## src/rtl/core/lkv_pkg.sv

```systemverilog
package lkv_pkg;

  localparam int unsigned MAX_ENTRIES_DEF = 16;
  localparam int unsigned KEY_W   = 32;
  localparam int unsigned VALUE_W = 32;
  localparam int unsigned CAP_W   = 5;
  localparam int unsigned APB_ADDR_W = 3;
  localparam int unsigned APB_DATA_W = 32;

  localparam logic [CAP_W-1:0]   CAP_RESET  = CAP_W'(16);
  localparam logic [VALUE_W-1:0] MISS_VALUE = '1;

  // Register index, taken from paddr[2].
  localparam logic REG_CAPACITY = 1'b0;

  typedef enum logic {
    OP_GET = 1'b0,
    OP_SET = 1'b1
  } lkv_op_e;

  typedef struct packed {
    logic               valid;
    logic [KEY_W-1:0]   key;
    logic [VALUE_W-1:0] value;
  } lkv_entry_t;

  typedef struct packed {
    logic set_en;
    logic cap_wr;
  } lkv_ctrl_t;

endpackage

```

## src/rtl/core/lkv_cell.sv

```systemverilog
module lkv_cell #(
  parameter int unsigned Index = 0,
  parameter int unsigned CntW  = 5
) (
  input  logic                      clk_i,
  input  logic                      rst_ni,
  input  lkv_pkg::lkv_ctrl_t        ctrl_i,
  input  logic [CntW-1:0]           usable_i,
  input  logic [lkv_pkg::KEY_W-1:0] key_i,
  input  lkv_pkg::lkv_entry_t       prev_i,
  input  logic                      match_before_i,
  output logic                      match_before_o,
  output logic                      match_o,
  output lkv_pkg::lkv_entry_t       entry_o
);
  import lkv_pkg::*;

  logic               valid_q, valid_d;
  logic [KEY_W-1:0]   key_q, key_d;
  logic [VALUE_W-1:0] value_q, value_d;
  logic               in_range;
  logic               take;

  assign in_range       = CntW'(Index) < usable_i;
  assign match_o        = valid_q & (key_q == key_i);
  assign match_before_o = match_before_i | match_o;

  // A set shifts every cell up to and including the first matching one,
  // or up to the last usable position when the key is not present.
  assign take = ctrl_i.set_en & in_range & ~match_before_i;

  always_comb begin
    valid_d = valid_q;
    key_d   = key_q;
    value_d = value_q;
    if (take) begin
      valid_d = prev_i.valid;
      key_d   = prev_i.key;
      value_d = prev_i.value;
    end else if (ctrl_i.cap_wr && !in_range) begin
      valid_d = 1'b0;
    end
  end

  always_ff @(posedge clk_i or negedge rst_ni) begin
    if (!rst_ni) begin
      valid_q <= 1'b0;
    end else begin
      valid_q <= valid_d;
    end
  end

  always_ff @(posedge clk_i) begin
    key_q   <= key_d;
    value_q <= value_d;
  end

  assign entry_o = '{valid: valid_q, key: key_q, value: value_q};

endmodule

```

## src/rtl/core/lru_key_value_table.sv

```systemverilog
// Get: the result word appears in the cycle after the request is accepted.
// Set: takes effect at the accepting edge and returns no word.
// Throughput is one request per cycle while out_ready_i keeps the result word moving;
// the chain of entry cells compares all keys in parallel and shifts by one position at the accepting edge.
// Reset clears every entry's valid bit and sets the capacity register to 16;
// no clearing pass is needed.
module lru_key_value_table #(
  parameter int unsigned MaxEntries = lkv_pkg::MAX_ENTRIES_DEF
) (
  input  logic                                  clk_i,
  input  logic                                  rst_ni,
  input  logic                                  in_valid_i,
  output logic                                  in_ready_o,
  input  logic                                  op_i,
  input  logic signed [lkv_pkg::KEY_W-1:0]      key_i,
  input  logic signed [lkv_pkg::VALUE_W-1:0]    data_in_i,
  output logic                                  out_valid_o,
  input  logic                                  out_ready_i,
  output logic                                  hit_o,
  output logic signed [lkv_pkg::VALUE_W-1:0]    data_out_o,
  input  logic                                  psel,
  input  logic                                  penable,
  input  logic                                  pwrite,
  input  logic [lkv_pkg::APB_ADDR_W-1:0]        paddr,
  input  logic [lkv_pkg::APB_DATA_W-1:0]        pwdata,
  output logic [lkv_pkg::APB_DATA_W-1:0]        prdata,
  output logic                                  pready
);
  import lkv_pkg::*;

  localparam int unsigned IdxBits = $clog2(MaxEntries + 1);
  localparam int unsigned CntW    = (IdxBits > CAP_W) ? IdxBits : CAP_W;

  logic [CAP_W-1:0] cap_q, cap_d;
  logic [CntW-1:0]  cap_ext;
  logic [CntW-1:0]  usable;
  logic             cap_wr;

  logic in_fire, get_fire, set_fire;
  logic out_valid_q, out_valid_d;
  logic hit_q;
  logic [VALUE_W-1:0] data_q;

  lkv_ctrl_t          ctrl;
  lkv_entry_t         new_entry;
  lkv_entry_t         entry [MaxEntries];
  logic [MaxEntries:0]   match_chain;
  logic [MaxEntries-1:0] match_vec;
  logic [MaxEntries-1:0] valid_vec;
  logic [VALUE_W-1:0]    sel_value;

  // Configuration port.
  assign pready = 1'b1;
  assign cap_wr = psel & penable & pwrite & (paddr[2] == REG_CAPACITY);
  assign cap_d  = cap_wr ? pwdata[CAP_W-1:0] : cap_q;
  assign prdata = (paddr[2] == REG_CAPACITY) ? APB_DATA_W'(cap_q) : '0;

  always_ff @(posedge clk_i or negedge rst_ni) begin
    if (!rst_ni) begin
      cap_q <= CAP_RESET;
    end else begin
      cap_q <= cap_d;
    end
  end

  // Usable size follows the value being written, so a write drops the
  // entries beyond the new size at the same edge.
  assign cap_ext = CntW'(cap_d);
  always_comb begin
    if (cap_ext == '0) begin
      usable = CntW'(1);
    end else if (cap_ext > CntW'(MaxEntries)) begin
      usable = CntW'(MaxEntries);
    end else begin
      usable = cap_ext;
    end
  end

  // Request handshake.
  assign in_ready_o = ~out_valid_q | out_ready_i;
  assign in_fire    = in_valid_i & in_ready_o;
  assign get_fire   = in_fire & (op_i == OP_GET);
  assign set_fire   = in_fire & (op_i == OP_SET);

  assign ctrl      = '{set_en: set_fire, cap_wr: cap_wr};
  assign new_entry = '{valid: 1'b1, key: $unsigned(key_i), value: $unsigned(data_in_i)};
  assign match_chain[0] = 1'b0;

  for (genvar g = 0; g < MaxEntries; g++) begin : g_cell
    lkv_entry_t prev;
    if (g == 0) begin : g_front
      assign prev = new_entry;
    end else begin : g_rest
      assign prev = entry[g-1];
    end

    lkv_cell #(
      .Index (g),
      .CntW  (CntW)
    ) u_cell (
      .clk_i          (clk_i),
      .rst_ni         (rst_ni),
      .ctrl_i         (ctrl),
      .usable_i       (usable),
      .key_i          ($unsigned(key_i)),
      .prev_i         (prev),
      .match_before_i (match_chain[g]),
      .match_before_o (match_chain[g+1]),
      .match_o        (match_vec[g]),
      .entry_o        (entry[g])
    );

    assign valid_vec[g] = entry[g].valid;
  end

  // Keys are unique among valid entries, so at most one cell matches.
  always_comb begin
    sel_value = '0;
    for (int i = 0; i < MaxEntries; i++) begin
      if (match_vec[i]) begin
        sel_value = sel_value | entry[i].value;
      end
    end
  end

  // Result register.
  always_comb begin
    out_valid_d = out_valid_q;
    if (get_fire) begin
      out_valid_d = 1'b1;
    end else if (out_ready_i) begin
      out_valid_d = 1'b0;
    end
  end

  always_ff @(posedge clk_i or negedge rst_ni) begin
    if (!rst_ni) begin
      out_valid_q <= 1'b0;
    end else begin
      out_valid_q <= out_valid_d;
    end
  end

  always_ff @(posedge clk_i) begin
    if (get_fire) begin
      hit_q  <= match_chain[MaxEntries];
      data_q <= match_chain[MaxEntries] ? sel_value : MISS_VALUE;
    end
  end

  assign out_valid_o = out_valid_q;
  assign hit_o       = hit_q;
  assign data_out_o  = $signed(data_q);

  // No key may be held by two valid entries.
  a_unique_keys : assert property (@(posedge clk_i) disable iff (!rst_ni)
    $onehot0(match_vec))
    else $error("more than one entry matches the key");

  // Valid entries fill the front of the chain without gaps.
  a_valid_prefix : assert property (@(posedge clk_i) disable iff (!rst_ni)
    (valid_vec & (valid_vec + MaxEntries'(1))) == '0)
    else $error("gap in the valid entries");

  // An accepted get always leaves a result word behind.
  a_get_result : assert property (@(posedge clk_i) disable iff (!rst_ni)
    get_fire |=> out_valid_o)
    else $error("get accepted without a result word");

endmodule

```

## config.mk

```make
export PLATFORM = sky130hd
export DESIGN_NAME = lru_key_value_table
export DESIGN_NICKNAME = d
export VERILOG_FILES = /design/src/rtl/core/lkv_pkg.sv /design/src/rtl/core/lkv_cell.sv /design/src/rtl/core/lru_key_value_table.sv
export SDC_FILE = /design/constraint.sdc
export NUM_CORES = 1
export LEC_CHECK = 0
export BUFFER_PORTS_ARGS = -buffer_cell sky130_fd_sc_hd__buf_2
export CAP_MARGIN = 10
export CORE_UTILIZATION = 40
export CTS_CLUSTER_SIZE = 30
export DETAILED_ROUTE_END_ITERATION = 10
export RECOVER_POWER = 50
export SETUP_SLACK_MARGIN = 0.02
export SYNTH_ARGS = -nofsm -noshare
export SYNTH_HDL_FRONTEND = slang
export SYNTH_SLANG_ARGS = --single-unit
```

## constraint.sdc

```tcl
create_clock -name clk_i -period 7.45 [get_ports clk_i]
set_input_delay 1.49 -clock clk_i [delete_from_list [all_inputs] [get_ports clk_i]]
set_output_delay 1.49 -clock clk_i [all_outputs]
set_load 0.02 [all_outputs]
```

# After elaboration in Yosys (flattened, before gate mapping)
# Index checks and enable logic that the tools add are counted.
[op_classes] reduce_logical=50 bitwise_logic=102 n_lt_le_gt_ge=17 n_mux=54 n_addsub=0 n_shift=0 n_eq_ne=16 mul=0 div=0
[op_table] operator="$eq 32x32->1" n=16
[op_table] operator="$mux 32" n=16
[op_table] operator="$or 32x32->32" n=15
[op_table] operator="$and 1x1->1" n=53
[op_table] operator="$lt 4x5->1 const A" n=8
[op_table] operator="$mux 1" n=34
[op_table] operator="$reduce_bool 2->1" n=17
[op_table] operator="$lt 3x5->1 const A" n=4
[op_table] operator="$mux 5" n=4
[op_table] operator="$not 1->1" n=18
[op_table] operator="$logic_and 1x1->1" n=16
[op_table] operator="$logic_not 1->1" n=16
[op_table] operator="$or 1x1->1" n=16
[op_table] operator="$lt 1x5->1 const A" n=2
[op_table] operator="$lt 2x5->1 const A" n=2
[op_table] operator="$gt 5x5->1 const B" n=1
[op_table] operator="$logic_not 5->1" n=1
[totals] rom_bits=0 out_inout_bits=68 input_bits=107 mem_bits_rw=0 mem_count=0 latch_bits=0 ff_bits=1079

# Logic depth before layout (Yosys ltp)
[depth] depth_word=33 ltp_mapped=11

# By module
# Synthesis repeated with hierarchy kept, for this count alone.
[unflattened] cells_unflattened=2383 area_unflattened_um2=41936.5
[modules_own_cells] mod="lkv_cell (g_cell[13].u_cell ...)" area_each_um2=2344.7 seq_area_each_um2=1946.9 n_inst=2 cells_per_inst=116
[modules_own_cells] mod="lkv_cell (g_cell[11].u_cell ...)" area_each_um2=2343.5 seq_area_each_um2=1946.9 n_inst=2 cells_per_inst=116
[modules_own_cells] mod="lru_key_value_table" area_each_um2=4307.9 seq_area_each_um2=1142.3 n_inst=1 cells_per_inst=509
[modules_own_cells] mod="lkv_cell (g_cell[0].u_cell)" area_each_um2=2372.3 seq_area_each_um2=1946.9 n_inst=1 cells_per_inst=119
[modules_own_cells] mod="lkv_cell (g_cell[10].u_cell)" area_each_um2=2367.3 seq_area_each_um2=1946.9 n_inst=1 cells_per_inst=119
[modules_own_cells] mod="lkv_cell (g_cell[8].u_cell)" area_each_um2=2366.0 seq_area_each_um2=1946.9 n_inst=1 cells_per_inst=117
[modules_own_cells] mod="lkv_cell (g_cell[12].u_cell)" area_each_um2=2359.8 seq_area_each_um2=1946.9 n_inst=1 cells_per_inst=119
[modules_own_cells] mod="lkv_cell (g_cell[9].u_cell)" area_each_um2=2357.3 seq_area_each_um2=1946.9 n_inst=1 cells_per_inst=119
[modules_own_cells] mod="lkv_cell (g_cell[2].u_cell)" area_each_um2=2353.5 seq_area_each_um2=1946.9 n_inst=1 cells_per_inst=116
[modules_own_cells] mod="lkv_cell (g_cell[4].u_cell)" area_each_um2=2352.3 seq_area_each_um2=1946.9 n_inst=1 cells_per_inst=118
[modules_own_cells] mod="lkv_cell (g_cell[14].u_cell)" area_each_um2=2348.5 seq_area_each_um2=1946.9 n_inst=1 cells_per_inst=118
[modules_own_cells] mod="lkv_cell (g_cell[6].u_cell)" area_each_um2=2347.3 seq_area_each_um2=1946.9 n_inst=1 cells_per_inst=116
[modules_own_cells] mod="lkv_cell (g_cell[5].u_cell)" area_each_um2=2346.0 seq_area_each_um2=1946.9 n_inst=1 cells_per_inst=116
[modules_own_cells] mod="lkv_cell (g_cell[7].u_cell)" area_each_um2=2342.2 seq_area_each_um2=1946.9 n_inst=1 cells_per_inst=116
[modules_own_cells] mod="lkv_cell (g_cell[15].u_cell)" area_each_um2=2339.7 seq_area_each_um2=1946.9 n_inst=1 cells_per_inst=117

# Worst setup path after synthesis
# Ideal clock, no wire load.
[synth_path] path_kind="input to register" start="in out_ready_i" end="reg g_cell[2].u_cell.valid_q" path_slack_ns=-1.534 arrival_ns=8.888 cell_stages=7 cell_sequence="nand2b_1 nand3_1 inv_1 nand2b_1 a211oi_1 mux2i_1 a21oi_1"
[synth_via] elab_chain_len=6 word_cells_on_any_way=7
[synth_lines] element="start, declared" line="lru_key_value_table.sv:18" text="input logic out_ready_i,"
[synth_lines] element="$or 1x1->1 (*)" line="lru_key_value_table.sv:80" text="assign in_ready_o = ~out_valid_q | out_ready_i;"
[synth_lines] element="$and 1x1->1 (*)" line="lru_key_value_table.sv:81" text="assign in_fire = in_valid_i & in_ready_o;"
[synth_lines] element="$and 1x1->1 (*)" line="lru_key_value_table.sv:83" text="assign set_fire = in_fire & (op_i == OP_SET);"
[synth_lines] element="$and 1x1->1 (*) (2 in series)" line="lkv_cell.sv:30" text="assign take = ctrl_i.set_en & in_range & ~match_before_i;"
[synth_lines] element="named net g_cell[2].u_cell.take" line="lkv_cell.sv:22" text="logic take;"
[synth_lines] element="$mux 1 / $reduce_bool 2->1 (equally long branches)"
[synth_lines] element="end signal, assigned" line="lkv_cell.sv:49" text="valid_q <= valid_d;"
[synth_lines] element="end, declared" line="lkv_cell.sv:18" text="logic valid_q, valid_d;"
# The timed path passes the listed nets; every way through them passes the cells marked *.
# A chain may end at the register's enable or synchronous reset.

# Worst setup path after layout
[layout_path] start="in key_i[21] in the netlist's numbering" end="reg data_q[14], in the netlist data_out_o[14] (data pin)"
[layout_via] elab_chain_len=33 word_cells_on_any_way=78
[layout_lines] element="start, declared" line="lru_key_value_table.sv:15" text="input logic signed [lkv_pkg::KEY_W-1:0] key_i,"
[layout_lines] element="$eq 32x32->1" line="lkv_cell.sv:25" text="assign match_o = valid_q & (key_q == key_i);"
[layout_lines] element="$and 1x1->1" line="lkv_cell.sv:25"
[layout_lines] element="$mux 32" line="lru_key_value_table.sv:120" text="if (match_vec[i]) begin"
[layout_lines] element="$or 32x32->32" line="lru_key_value_table.sv:121" text="sel_value = sel_value | entry[i].value;"
[layout_lines] element="$mux 32" line="lru_key_value_table.sv:120"
[layout_lines] element="$or 32x32->32" line="lru_key_value_table.sv:121"
[layout_lines] element="$mux 32" line="lru_key_value_table.sv:120"
[layout_lines] element="$or 32x32->32" line="lru_key_value_table.sv:121"
[layout_lines] element="[... 17 more ...]"
[layout_lines] element="$or 32x32->32" line="lru_key_value_table.sv:121"
[layout_lines] element="$mux 32" line="lru_key_value_table.sv:120"
[layout_lines] element="$or 32x32->32" line="lru_key_value_table.sv:121"
[layout_lines] element="$mux 32" line="lru_key_value_table.sv:120"
[layout_lines] element="$or 32x32->32" line="lru_key_value_table.sv:121"
[layout_lines] element="$mux 32" line="lru_key_value_table.sv:120"
[layout_lines] element="$or 32x32->32" line="lru_key_value_table.sv:121"
[layout_lines] element="$mux 32" line="lru_key_value_table.sv:120"
[layout_lines] element="end signal, assigned" line="lru_key_value_table.sv:147" text="data_q <= match_chain[MaxEntries] ? sel_value : MISS_VALUE;"
[layout_lines] element="end, declared" line="lru_key_value_table.sv:42" text="logic [VALUE_W-1:0] data_q;"
# Several ways; a longest one is shown, not always the timed one.

==> run_results.csv <==
group,metric,value,unit
timing,max_freq,169,MHz
clock_tree,clk_latency,0.69,ns
drt,postRouteAntennaNets,0,
global_routing,antenna_found_initial,3,
clock_tree,cts_tree,"done",
drt,drc,0,
synthesis,synth-xor-area-share,10.5,%
synthesis,synth-compound-area-share,5.66,%
pwr,power_density,286,mW/mm2
synthesis,ys_seq_area_share,76.3,%
pwr,p_leak,15.4,nW
synthesis,synth.area.mux_share,0.373,%
critical_path,reg2reg_slack,2.91,ns
placed_design,port_buffers,117,
clock_tree,clkSinkCount,1079,
run_status,status,"finished with violations",
global_routing,grt_pass1_wl,159000,um
global_routing,grtUsageTotal,20.3,%
timing,slew_viol_final,540,
min_path,hold_depth,0,
synthesis,synth.top_cell.area_share,75.0,%
final_layout,fin_cells,4001,
clock_tree,postCtsSetupBuffers,0,
critical_path,r2r_end,"g_cell[0].u_cell.value_q[25]$_DFFE_PP_",
clock_tree,ctsResizeCount,0,
synthesis,synth_top_family_by_area,"XOR/XNOR gates",
job,drv_cap,28,
global_routing,grt_pass1_vias,23500,
synthesis,synthArstFlopShare,2.04,%
synthesis,syn-cell-area,0.0423,mm2
synthesis,ys.flop_type,"edfxtp_1",
synthesis,ys_warn_count,0,
synthesis,syn_inst,2375,
clock_tree,root_buffer,"clkbuf_16",
floorplan,die_x,327,um
drt,wl,109000,um
drt,vias,22600,
drt,drt_iter0_drc,2342,
timing,worstMarginPinSlew,4.38,ns
min_path,min_path_type,"reg -> reg",
clock_tree,postCtsHoldBufs,0,
min_path,min_from,"g_cell[14].u_cell.value_q[3]$_DFFE_PP_",
timing,setup_viol,0,
timing,fin_crit,5.91,ns
critical_path,crit_type,"in -> reg",
floorplan,pin_count,175,
drt,routedWlPerCell,27.4,um
clock_tree,clkTransAtPathRegs,0.06,ns
drt,dr.pass1.iters,5,
pwr,ir_drop,0.219,mV
synthesis,avgSynthCellArea,17.8,um2
floorplan,start_util,40.6,%
timing,fin_tns_setup,0,ns
drt,vias_per_cell,5.65,
run_status,violations,"max-capacitance violations, max-slew violations",
synthesis,yosysUniqueCellTypes,51,
timing,period_share,79.4,%
global_routing,overflow,0,
synthesis,yosys.area_share.simple,4.78,%
min_path,whs_endpoint,"g_cell[15].u_cell.value_q[3]$_DFFE_PP_",
global_routing,grt_max_degree,67,
critical_path,cp-end-kind,"flip-flop",
timing,hold_violations,0,
critical_path,r2r_cells,4,
clock_tree,clockBufferDepth,3,
floorplan,dieArea,0.107,mm2
synthesis,yosysTopAreaCell,"edfxtp_1",
clock_tree,cts.htree.levels,3,
placed_design,placed_cells,3796,
synthesis,synth-edff-count,1057,
clock_tree,cts-buffers-inserted,108,
placed_design,place_congestion,0.839,
synthesis,synthAdderAreaFrac,0,%
timing,whs,0.442,ns
floorplan,num_rows,118,
final_layout,final_cell_mix,"edfxtp_1 (1,057), xor2_1 (474), nor4_1 (109), clkbuf_16 (108)",
critical_path,cp.required,7.84,ns
synthesis,synth_area_leaders,"edfxtp_1 (75%), xor2_1 (9.8%), a221oi_1 (2.0%), a22o_1 (2.0%), nor4_1 (1.6%)",
timing,rsz0062_at_grt,"false",
critical_path,r2r_start,"out_valid_o$_DFFE_PN0P_",
timing,fin_skew,0.0358,ns
final_layout,final_common_cell,"edfxtp_1",
floorplan,die-height,327,um
critical_path,cp.arrival,6.30,ns
final_layout,fin_nets,2633,
placed_design,hpwl,68000,um
floorplan,coreArea,0.104,mm2
critical_path,critPathMaxFanout,33,
final_layout,drive_gt1_share,11.9,%
synthesis,synth_seq_cells,1079,
timing,relSlewSlack,-192,%
final_layout,area_growth,13.1,%
critical_path,start_kind,"input pin",
## how the worst max path moves through the flow
stage	startpoint	to	slack, ns
after floorplan	out_ready_i	g_cell[1].u_cell.valid_q$_DFFE_PN0P_	0.07
after global routing	key_i[21]	data_out_o[14]$_SDFFCE_PN1P_	1.46
final	key_i[21]	data_out_o[14]$_SDFFCE_PN1P_	1.54
after global placement	key_i[21]	data_out_o[14]$_SDFFCE_PN1P_	1.79
after detailed placement	key_i[8]	g_cell[10].u_cell.valid_q$_DFFE_PN0P_	1.71
after CTS	key_i[8]	g_cell[10].u_cell.valid_q$_DFFE_PN0P_	2.41
## metal layers
layer	part of all wire, %	up-vias	global-route usage, %
met5	0.025	-	0
met4	3.5	4	7.76
met3	8.6	245	3.96
met2	48	1197	33.4
met1	40	11600	26.7
li1	-	9577	-
## critical path: stages
cell and delay [ns]:
clkbuf_1 1.38, xor2_1 0.16, nor4_1 0.52, nand4_1 0.28, nor3_4 0.34, buf_4 0.66, nor4_1 0.15, nand4b_2 0.75
buf_4 0.35, nand4_1 0.16
## power by group
part | switching [mW] | internal (mW) | leakage, nW
Sequential | 0.246 | 7.15 | 9.90
Clock | 2.33 | 3.14 | 1.75
Combinational | 0.617 | 0.217 | 3.80
## stage by stage
stage | worst slack, ns | instance area, um2 | power [mW] | util, %
4_1_cts | 2.41 | 47900 | 13.8 | 46.0
3_3_place_gp | 1.79 | 44300 | 8.32 | 42.5
5_1_grt | 1.46 | 47800 | 14.1 | 45.9
3_5_place_dp | 1.71 | 44300 | 8.35 | 42.5
2_1_floorplan | 0.0747 | 42400 | 7.95 | -
6_report | 1.54 | 47800 | 13.7 | 45.9
## state kept, by name, summed over array words and instances, names as in the netlist
| name | count |
|---|---|
| cap_q | 5 |
| data_out_o | 32 |
| g_cell.u_cell.key_q | 512 |
| g_cell.u_cell.valid_q | 16 |
| g_cell.u_cell.value_q | 512 |
| hit_o | 1 |
| out_valid_o | 1 |
## Yosys cell counts (all sizes together) (15+ instances only)
library cell  number
edfxtp          1057
xor2             474
buf              123
nor4             114
a221oi            96
a22o              96
a22oi             64
nand4             53
and3              35
nor3              32
xnor2             31
nand3             29
clkbuf            22
dfrtp             21
nand2             15
## logic make-up (layout without fill, tap and decap cells)
| kind of cell | after synthesis | after routing |
|---|---|---|
| flip-flops | 1079 | 1079 |
| XOR/XNOR | 505 | 505 |
| AND/OR/NAND/NOR | 320 | 320 |
| AO/OA/AOI/OAI | 295 | 295 |
| buffers and inverters | 159 | 378 |
| multiplexers | 15 | 15 |
| other | 2 | 29 |
## final cells by class
cell class                      instances  area [um2]
Antenna cell                            1        2.50
Tap cell                             1380        1730
Timing Repair Buffer                  160         887
Clock buffer                          124        2780
Fill cell                            8886       56400
Clock inverter                         80         793
Sequential cell                      1079       32300
Inverter                               14        53.8
Multi-Input combinational cell       1163        9300
(Power assumes the default switching activity.)
